File: src/hw/rtl/silu_pkg.sv
package silu_pkg;

  localparam int DATA_WIDTH = 16;
  localparam int FRAC_BITS  = 10;
  localparam int TABLE_BITS = 8;

  // sigmoid in unsigned q0.16, one extra bit so that 1.0 fits
  localparam int SIG_W = 17;
  localparam int ROM_W = 16;
  localparam logic [SIG_W-1:0] ONE_Q16 = SIG_W'(65536);
  // s*(1-s) peaks at 2^30
  localparam int SD_W = 31;
  // derivative in q.16, magnitude below 3.0
  localparam int DQ_W = 20;

  // restoring long division for the table build, quotient of num by den
  function automatic logic [63:0] udiv64(input logic [63:0] num, input logic [63:0] den);
    logic [64:0] rem;
    logic [63:0] quo;
    rem = '0;
    quo = '0;
    for (int i = 63; i >= 0; i--) begin
      rem = {rem[63:0], num[i]};
      if (rem >= {1'b0, den}) begin
        rem    = rem - {1'b0, den};
        quo[i] = 1'b1;
      end
    end
    return quo;
  endfunction

  // sigmoid(k*8/2^tb) in q0.16 from an integer exp series, evaluated at elaboration
  function automatic logic [ROM_W-1:0] sig_entry(input int tb, input int k);
    logic [63:0] h;
    logic [63:0] sum;
    logic [63:0] term;
    logic [63:0] e;
    logic [63:0] den;
    logic [63:0] q;
    h    = 64'd1 << (35 - tb);
    sum  = 64'd1 << 32;
    term = 64'd1 << 32;
    for (int n = 1; n <= 14; n++) begin
      term = udiv64((term * h) >> 32, 64'(n));
      if ((n & 1) != 0) begin
        sum = sum - term;
      end else begin
        sum = sum + term;
      end
    end
    e = 64'd1 << 32;
    for (int j = 0; j < k; j++) begin
      e = (e * sum + (64'd1 << 31)) >> 32;
    end
    den = (64'd1 << 32) + e;
    q   = udiv64((64'd1 << 48) + (den >> 1), den);
    return q[ROM_W-1:0];
  endfunction

endpackage

File: src/hw/rtl/silu_if.sv
interface silu_in_if #(
  parameter int DATA_WIDTH = silu_pkg::DATA_WIDTH
);
  logic                         valid;
  logic                         ready;
  logic signed [DATA_WIDTH-1:0] x_value;
  logic signed [DATA_WIDTH-1:0] upstream_grad;
  logic                         is_last;

  modport source (output valid, output x_value, output upstream_grad, output is_last,
                  input ready);
  modport sink   (input valid, input x_value, input upstream_grad, input is_last,
                  output ready);
endinterface

interface silu_out_if #(
  parameter int DATA_WIDTH = silu_pkg::DATA_WIDTH
);
  logic                         valid;
  logic                         ready;
  logic signed [DATA_WIDTH-1:0] result;
  logic                         saturated;
  logic                         is_last_out;

  modport source (output valid, output result, output saturated, output is_last_out,
                  input ready);
  modport sink   (input valid, input result, input saturated, input is_last_out,
                  output ready);
endinterface

interface silu_cfg_if;
  logic valid;
  logic ready;
  logic mode;

  modport source (output valid, output mode, input ready);
  modport sink   (input valid, input mode, output ready);
endinterface

File: src/hw/rtl/silu_activation_and_gradient.sv
// SiLU activation and its input gradient on signed fixed point (Q5.10 by default).
// in_bus carries x_value, upstream_grad and is_last; out_bus returns result,
// saturated and is_last_out. Both use valid/ready: a beat moves on valid & ready.
// cfg_bus writes the mode bit (0 forward x*s, 1 gradient) and is always ready;
// write it only while no beat is in flight.
// A beat accepted on in_bus is loaded into stage a, passes stages b to f
// (six pipeline stages in all), then the output register, and shows on out_bus.
// Throughput is one beat per cycle while out_bus.ready stays high.
// Sigmoid comes from a constant table of 2^TABLE_BITS entries over |x| < 8.
// Reset clears every valid bit and sets forward mode; the table needs no fill.
// When out_bus.ready is low the result stays put, stages behind it keep
// closing up empty slots, and in_bus.ready drops only once all stages are full.
module silu_activation_and_gradient #(
  parameter int DATA_WIDTH = silu_pkg::DATA_WIDTH,
  parameter int FRAC_BITS  = silu_pkg::FRAC_BITS,
  parameter int TABLE_BITS = silu_pkg::TABLE_BITS
) (
  input logic        clk,
  input logic        rst_n,
  silu_in_if.sink    in_bus,
  silu_out_if.source out_bus,
  silu_cfg_if.sink   cfg_bus
);

  localparam int DW    = DATA_WIDTH;
  localparam int FB    = FRAC_BITS;
  localparam int TB    = TABLE_BITS;
  localparam int TSIZE = 1 << TB;
  localparam int SH    = FB + 3 - TB;
  localparam int CW    = (DW > FB + 4) ? DW : FB + 4;
  localparam int MW    = CW + TB;
  localparam int S_W   = silu_pkg::SIG_W;
  localparam int R_W   = silu_pkg::ROM_W;
  localparam int SD_W  = silu_pkg::SD_W;
  localparam int DQ_W  = silu_pkg::DQ_W;
  localparam int PF_W  = DW + S_W + 1;
  localparam int XSD_W = DW + SD_W + 1;
  localparam int SS_W  = FB + S_W + 17;
  localparam int D_W   = ((XSD_W > SS_W) ? XSD_W : SS_W) + 1;
  localparam int RW    = D_W;
  localparam int P_W   = DQ_W + DW;
  localparam int YF_W  = PF_W - 16;
  localparam int YG_W  = P_W - 16;
  localparam int NS    = 6;

  localparam logic [S_W-1:0] ONE = silu_pkg::ONE_Q16;
  localparam logic [MW-1:0]  LIM = MW'(8) << FB;
  localparam logic signed [YG_W-1:0] MAXV = {{(YG_W-DW+1){1'b0}}, {(DW-1){1'b1}}};
  localparam logic signed [YG_W-1:0] MINV = {{(YG_W-DW+1){1'b1}}, {(DW-1){1'b0}}};

  // round to nearest, ties away from zero
  function automatic logic signed [RW-1:0] rnd_shift(input logic signed [RW-1:0] v,
                                                      input int sh);
    logic [RW-1:0] m;
    logic [RW-1:0] r;
    m = v[RW-1] ? -v : v;
    r = (m + (RW'(1) << (sh - 1))) >> sh;
    return v[RW-1] ? -r : r;
  endfunction

  logic [R_W-1:0] sig_rom [TSIZE];

  for (genvar k = 0; k < TSIZE; k++) begin : g_rom
    localparam logic [R_W-1:0] ENT = silu_pkg::sig_entry(TB, k);
    assign sig_rom[k] = ENT;
  end

  logic          mode_r;
  logic [NS-1:0] vld_r;
  logic          ov_r;
  logic [NS:0]   adv;

  always_comb begin
    adv[NS] = !ov_r || out_bus.ready;
    for (int i = NS - 1; i >= 0; i--) begin
      adv[i] = !vld_r[i] || adv[i+1];
    end
  end

  assign in_bus.ready  = adv[0];
  assign cfg_bus.ready = 1'b1;

  always_ff @(posedge clk) begin
    if (!rst_n) begin
      vld_r  <= '0;
      ov_r   <= 1'b0;
      mode_r <= 1'b0;
    end else begin
      if (adv[0]) vld_r[0] <= in_bus.valid;
      for (int i = 1; i < NS; i++) begin
        if (adv[i]) vld_r[i] <= vld_r[i-1];
      end
      if (adv[NS]) ov_r <= vld_r[NS-1];
      if (cfg_bus.valid) mode_r <= cfg_bus.mode;
    end
  end

  // stage a: magnitude, table index, range check
  logic [DW-1:0]        mag;
  logic [MW-1:0]        mag_w;
  logic [TB-1:0]        idx_nxt;
  logic signed [DW-1:0] x_a_r, g_a_r;
  logic [TB-1:0]        idx_a_r;
  logic                 neg_a_r, oor_a_r, last_a_r;

  assign mag   = in_bus.x_value[DW-1] ? DW'(-in_bus.x_value) : DW'(in_bus.x_value);
  assign mag_w = MW'(mag);

  if (SH >= 0) begin : g_idx_dn
    assign idx_nxt = mag_w[SH +: TB];
  end else begin : g_idx_up
    logic [MW-1:0] mag_up;
    assign mag_up  = mag_w << (-SH);
    assign idx_nxt = mag_up[TB-1:0];
  end

  always_ff @(posedge clk) begin
    if (adv[0]) begin
      x_a_r    <= in_bus.x_value;
      g_a_r    <= in_bus.upstream_grad;
      last_a_r <= in_bus.is_last;
      idx_a_r  <= idx_nxt;
      neg_a_r  <= in_bus.x_value[DW-1];
      oor_a_r  <= mag_w >= LIM;
    end
  end

  // stage b: table read and sign symmetry
  logic [R_W-1:0]       rom_v;
  logic [S_W-1:0]       s_nxt;
  logic [S_W-1:0]       s_b_r;
  logic signed [DW-1:0] x_b_r, g_b_r;
  logic                 last_b_r;

  assign rom_v = sig_rom[idx_a_r];

  always_comb begin
    if (oor_a_r) begin
      s_nxt = neg_a_r ? '0 : ONE;
    end else begin
      s_nxt = neg_a_r ? ONE - S_W'(rom_v) : S_W'(rom_v);
    end
  end

  always_ff @(posedge clk) begin
    if (adv[1]) begin
      s_b_r    <= s_nxt;
      x_b_r    <= x_a_r;
      g_b_r    <= g_a_r;
      last_b_r <= last_a_r;
    end
  end

  // stage c: x*s and s*(1-s)
  logic signed [PF_W-1:0] pf_nxt;
  logic [SD_W-1:0]        sd_nxt;
  logic signed [PF_W-1:0] pf_c_r;
  logic [SD_W-1:0]        sd_c_r;
  logic [S_W-1:0]         s_c_r;
  logic signed [DW-1:0]   x_c_r, g_c_r;
  logic                   last_c_r;

  assign pf_nxt = x_b_r * $signed({1'b0, s_b_r});
  assign sd_nxt = SD_W'(s_b_r) * SD_W'(ONE - s_b_r);

  always_ff @(posedge clk) begin
    if (adv[2]) begin
      pf_c_r   <= pf_nxt;
      sd_c_r   <= sd_nxt;
      s_c_r    <= s_b_r;
      x_c_r    <= x_b_r;
      g_c_r    <= g_b_r;
      last_c_r <= last_b_r;
    end
  end

  // stage d: forward rounding, derivative s + x*s*(1-s) at full precision
  logic signed [XSD_W-1:0] xsd;
  logic signed [D_W-1:0]   d_nxt;
  logic signed [RW-1:0]    yf_rnd;
  logic signed [D_W-1:0]   d_d_r;
  logic signed [YF_W-1:0]  yf_d_r;
  logic signed [DW-1:0]    g_d_r;
  logic                    last_d_r;

  assign xsd    = x_c_r * $signed({1'b0, sd_c_r});
  assign d_nxt  = D_W'(xsd) + (D_W'(s_c_r) << (FB + 16));
  assign yf_rnd = rnd_shift(RW'(pf_c_r), 16);

  always_ff @(posedge clk) begin
    if (adv[3]) begin
      d_d_r    <= d_nxt;
      yf_d_r   <= yf_rnd[YF_W-1:0];
      g_d_r    <= g_c_r;
      last_d_r <= last_c_r;
    end
  end

  // stage e: derivative to q.16
  logic signed [RW-1:0]   dq_rnd;
  logic signed [DQ_W-1:0] dq_e_r;
  logic signed [YF_W-1:0] yf_e_r;
  logic signed [DW-1:0]   g_e_r;
  logic                   last_e_r;

  assign dq_rnd = rnd_shift(RW'(d_d_r), FB + 16);

  always_ff @(posedge clk) begin
    if (adv[4]) begin
      dq_e_r   <= dq_rnd[DQ_W-1:0];
      yf_e_r   <= yf_d_r;
      g_e_r    <= g_d_r;
      last_e_r <= last_d_r;
    end
  end

  // stage f: times the upstream gradient
  logic signed [P_W-1:0]  p_nxt;
  logic signed [P_W-1:0]  p_f_r;
  logic signed [YF_W-1:0] yf_f_r;
  logic                   last_f_r;

  assign p_nxt = dq_e_r * g_e_r;

  always_ff @(posedge clk) begin
    if (adv[5]) begin
      p_f_r    <= p_nxt;
      yf_f_r   <= yf_e_r;
      last_f_r <= last_e_r;
    end
  end

  // output register: final rounding, mode select, saturation
  logic signed [RW-1:0]   yg_rnd;
  logic signed [YG_W-1:0] y_sel;
  logic                   sat_nxt;
  logic [DW-1:0]          res_nxt;
  logic [DW-1:0]          res_r;
  logic                   sat_r, last_o_r;

  assign yg_rnd  = rnd_shift(RW'(p_f_r), 16);
  assign y_sel   = mode_r ? yg_rnd[YG_W-1:0] : YG_W'(yf_f_r);
  assign sat_nxt = (y_sel > MAXV) || (y_sel < MINV);

  always_comb begin
    if (sat_nxt) begin
      res_nxt = y_sel[YG_W-1] ? MINV[DW-1:0] : MAXV[DW-1:0];
    end else begin
      res_nxt = y_sel[DW-1:0];
    end
  end

  always_ff @(posedge clk) begin
    if (adv[NS]) begin
      res_r    <= res_nxt;
      sat_r    <= sat_nxt;
      last_o_r <= last_f_r;
    end
  end

  assign out_bus.valid       = ov_r;
  assign out_bus.result      = res_r;
  assign out_bus.saturated   = sat_r;
  assign out_bus.is_last_out = last_o_r;

endmodule

File: src/flat_wrapper.sv
// flat-port wrapper written by rule: the top's interface ports become plain ports
module silu_activation_and_gradient_flat 
#(
  parameter int DATA_WIDTH = silu_pkg::DATA_WIDTH,
  parameter int FRAC_BITS  = silu_pkg::FRAC_BITS,
  parameter int TABLE_BITS = silu_pkg::TABLE_BITS
)
  (clk, rst_n, in_bus_valid, in_bus_x_value, in_bus_upstream_grad, in_bus_is_last, in_bus_ready, out_bus_valid, out_bus_result, out_bus_saturated, out_bus_is_last_out, out_bus_ready, cfg_bus_valid, cfg_bus_mode, cfg_bus_ready);
  silu_in_if #(.DATA_WIDTH(DATA_WIDTH)) in_bus_i ();
  silu_out_if #(.DATA_WIDTH(DATA_WIDTH)) out_bus_i ();
  silu_cfg_if cfg_bus_i ();
  input logic clk;
  input logic rst_n;
  input wire logic [$bits(in_bus_i.valid)-1:0] in_bus_valid;
  input wire logic [$bits(in_bus_i.x_value)-1:0] in_bus_x_value;
  input wire logic [$bits(in_bus_i.upstream_grad)-1:0] in_bus_upstream_grad;
  input wire logic [$bits(in_bus_i.is_last)-1:0] in_bus_is_last;
  output wire logic [$bits(in_bus_i.ready)-1:0] in_bus_ready;
  output wire logic [$bits(out_bus_i.valid)-1:0] out_bus_valid;
  output wire logic [$bits(out_bus_i.result)-1:0] out_bus_result;
  output wire logic [$bits(out_bus_i.saturated)-1:0] out_bus_saturated;
  output wire logic [$bits(out_bus_i.is_last_out)-1:0] out_bus_is_last_out;
  input wire logic [$bits(out_bus_i.ready)-1:0] out_bus_ready;
  input wire logic [$bits(cfg_bus_i.valid)-1:0] cfg_bus_valid;
  input wire logic [$bits(cfg_bus_i.mode)-1:0] cfg_bus_mode;
  output wire logic [$bits(cfg_bus_i.ready)-1:0] cfg_bus_ready;
  assign in_bus_i.valid = in_bus_valid;
  assign in_bus_i.x_value = in_bus_x_value;
  assign in_bus_i.upstream_grad = in_bus_upstream_grad;
  assign in_bus_i.is_last = in_bus_is_last;
  assign in_bus_ready = in_bus_i.ready;
  assign out_bus_valid = out_bus_i.valid;
  assign out_bus_result = out_bus_i.result;
  assign out_bus_saturated = out_bus_i.saturated;
  assign out_bus_is_last_out = out_bus_i.is_last_out;
  assign out_bus_i.ready = out_bus_ready;
  assign cfg_bus_i.valid = cfg_bus_valid;
  assign cfg_bus_i.mode = cfg_bus_mode;
  assign cfg_bus_ready = cfg_bus_i.ready;
  silu_activation_and_gradient #(.DATA_WIDTH(DATA_WIDTH), .FRAC_BITS(FRAC_BITS), .TABLE_BITS(TABLE_BITS)) u_core (.clk(clk), .rst_n(rst_n), .in_bus(in_bus_i), .out_bus(out_bus_i), .cfg_bus(cfg_bus_i));
endmodule
File: config.mk
export PLATFORM = sky130hd
export DESIGN_NAME = silu_activation_and_gradient_flat
export DESIGN_NICKNAME = d
export VERILOG_FILES = /design/src/hw/rtl/silu_pkg.sv /design/src/hw/rtl/silu_if.sv /design/src/hw/rtl/silu_activation_and_gradient.sv /design/src/flat_wrapper.sv
export SDC_FILE = /design/constraint.sdc
export NUM_CORES = 2
export LEC_CHECK = 0
export BUFFER_PORTS_ARGS = -buffer_cell sky130_fd_sc_hd__buf_2
export CAP_MARGIN = 0
export CORE_MARGIN = 2
export CORE_UTILIZATION = 65
export CTS_CLUSTER_SIZE = 24
export DETAILED_ROUTE_END_ITERATION = 8
export HOLD_SLACK_MARGIN = 0.06
export PLACE_DENSITY = 0.82
export SYNTH_ARGS = -nofsm -noshare
export SYNTH_HDL_FRONTEND = slang
export SYNTH_SLANG_ARGS = --single-unit
File: constraint.sdc
create_clock -name clk -period 9.69 [get_ports clk]
set_input_delay 0.4845 -clock clk [delete_from_list [all_inputs] [get_ports clk]]
set_output_delay 0.4845 -clock clk [all_outputs]
set_load 0.02 [all_outputs]
==> results.cfg <==
[outcome]
outcome = finished clean

[floorplanning]
die_w_um = 333
start_util_pct = 65.6
fp-row-count = 120
core_um2 = 107000
die-area_um2 = 111000
io_pins = 60
die_h_um = 333

[setup_path]
endpoint_kind = flip-flop
worstPathRequired_ps = 10080
start_kind = flip-flop
critPathKind = flip-flop to flip-flop
cp_common_cell = fa_1
cp.arrival_ps = 8960
crit_buf_inv = 4
critPathMaxStageDelay_ps = 540
slowest_stage = fa_1
path_delay_family = adder cells
worstPathMaxFanout = 16

[timing]
period_minus_slack_ps = 8570
tns_ps = 0
hold_viol = 0
worst_pin_slew_ps = 1260
fin_skew_ps = 24.3
min_period_over_period_pct = 88.4
drv_slew = 0
fmax_mhz = 117
rsz0062_at_grt = no
relSlewSlack_pct = 16.2
finalSetupViolations = 0

[min_path]
hold_path_class = input port to flip-flop

[logic_synthesis]
synth_ff_type = edfxtp_1
netlist-cell-type-count = 91
async_reset_ff_share_pct = 0
synth_area_leaders = fa_1, edfxtp_1, ha_1
ys_warn_count = 0
ys_seq_area_share_pct = 18.0
synth_common_cells = inv_1, fa_1, nand2_1
synth_edf_count = 416
ys_ff_latch = 424
synth.most_common_cell = inv_1
syn_area_per_cell_um2 = 9.45
netlist_area_um2 = 70200
synthCells = 7424
syn_nets = 9169
synth_top_area_share_pct = 34.9
synth_area_leader_cell = fa_1

[placed_design]
placed_cell_area_um2 = 71400
portBuffers = 58
hpwl_um = 130000
gp_congestion = 0.970

[layout]
seq_area_um2 = 12700
stdcell_area_um2 = 73500
n_antenna_cell = 0
final.fill_count = 7913
multiInputGateArea_um2 = 50300
drive_gt1_share_pct = 4.23
nNetsFinal = 9014
syn_to_final_growth_pct = 4.70

[global_route]
use_met2_pct = 54.7
grt_pass1_wl_um = 289000
grt.overflow.total = 0
grt_max_degree = 85
antenna_found_initial = 4
grt_pass1_vias = 55600
grtUsageTotal_pct = 32.9
gr-max-usage-layer = met2
use_met1_pct = 42.5
gr-usage-met3_pct = 5.60

[drt]
vias = 51800
dr.pass1.iters = 5
drc = 0
wirelength_um = 175000
wl_per_cell_um = 20.1
ant_nets = 0
viasPerCell = 5.95
drt-initial-drc-count = 4807

[clocking]
cts.sinks = 424
clockBufferDepth = 3
cts_buffers = 50
post_cts_resized = 0
cts_root_buf = clkbuf_16
hold_buffers = 31
cts-htree-levels = 2
cts_tree = yes
post_cts_buffers = 0
clk_latency_ps = 660
cts.clk_slew.worst_paths_ps = 60

[run]
max_cap_viol_count = 0
==> through the flow <==
step                worst slack [ps]  instances  hold slack [ps]  utilization (%)
finish                          1120       8714             98.8             68.6
global route                     755       8714              103             68.6
CTS                             1260       8714             73.4             68.6
detailed placement              1290       8589              405             66.7
global placement                1410       8589              401             66.7
floorplan                       1950       7424              400                -
==> cells by family after synthesis <==
group	share of synthesized area [%]
buf+inv	10.3
xor+xnor	3.77
mux	0.954
compound gates	7.32
flops	18.0
fa+ha+maj	43.5
other cells	0.00534
simple gates	16.1
==> worst register-to-register path, delay by kind of cell, from the launching register on <==
| family | cells | cell delay [ps] |
|---|---|---|
| adders and majority gates | 9 | 4030 |
| xor gates and xnor gates | 1 | 160 |
| DFF | 1 | 380 |
| and+or+nand+nor | 8 | 1890 |
| AOI/OAI and AO/OA | 5 | 1470 |
| buffers and inverters | 4 | 360 |
==> final cells by class <==
class | instances | share of cell area [%]
well taps | 1403 | 2.39
flip-flops and latches | 424 | 17.2
multi-input cells | 5088 | 68.5
clock inverters | 40 | 0.669
inverters | 1540 | 7.87
repair buffers | 165 | 1.59
clock buffers | 54 | 1.75
==> per-layer routing <==
layer / vias up / share of wire, %
met5: - / 0
met4: 0 / 5.0
met3: 533 / 9.1
met2: 2469 / 48
met1: 26000 / 38
li1: 22800 / -
==> worst paths after layout <==
kind | startpoint | end | slack (ps) | cells past startpoint
worst max-delay path | u_core.s_b_r[0] | u_core.sd_c_r[29] | 1120 | 27
worst max register to register | u_core.s_b_r[0] | u_core.sd_c_r[29] | 1120 | 27
worst min-delay path | in_bus_valid | u_core.vld_r[0] | 100 | 3
worst min register to register | u_core.yf_d_r[15] | u_core.yf_e_r[15] | 410 | 0
==> flip-flops by register name (all words and copies together), names as in the netlist, 17 cells and up <==
name           flops
u_core.d_d_r      47
u_core.yf_d_r     18
u_core.yf_f_r     18
u_core.dq_e_r     20
u_core.yf_e_r     18
u_core.s_b_r      17
u_core.sd_c_r     30
u_core.pf_c_r     34
u_core.s_c_r      17
u_core.p_f_r      36
==> layout by cell type, fill, tap and decap left out, types with 13 or more instances in the layout <==
cell type,instances
o21a_1,28
or2_2,24
o211ai_1,23
nand2_1,866
o31ai_1,32
nand2b_1,206
a31oi_1,39
nor4_1,26
nand3b_1,13
a311oi_1,13
a21oi_1,199
nor3_1,90
xor2_1,77
and2_1,436
o22ai_1,18
a21o_1,50
ha_1,481
o21bai_1,15
nor3b_1,13
nor2_1,244
and3_1,36
o311ai_0,15
mux4_2,17
or3_1,40
mux2i_1,23
o21ai_0,151
buf_4,76
dlygate4sd3_1,31
a211oi_1,39
xnor2_1,225
or4_1,16
nand3_1,64
nor2b_1,133
nand4_1,23
buf_2,58
edfxtp_1,416
fa_1,1225
inv_1,1531
clkbuf_16,51
Power is not shown: default switching activity piles up to over one toggle a cycle in this logic, so the estimate is an artifact.
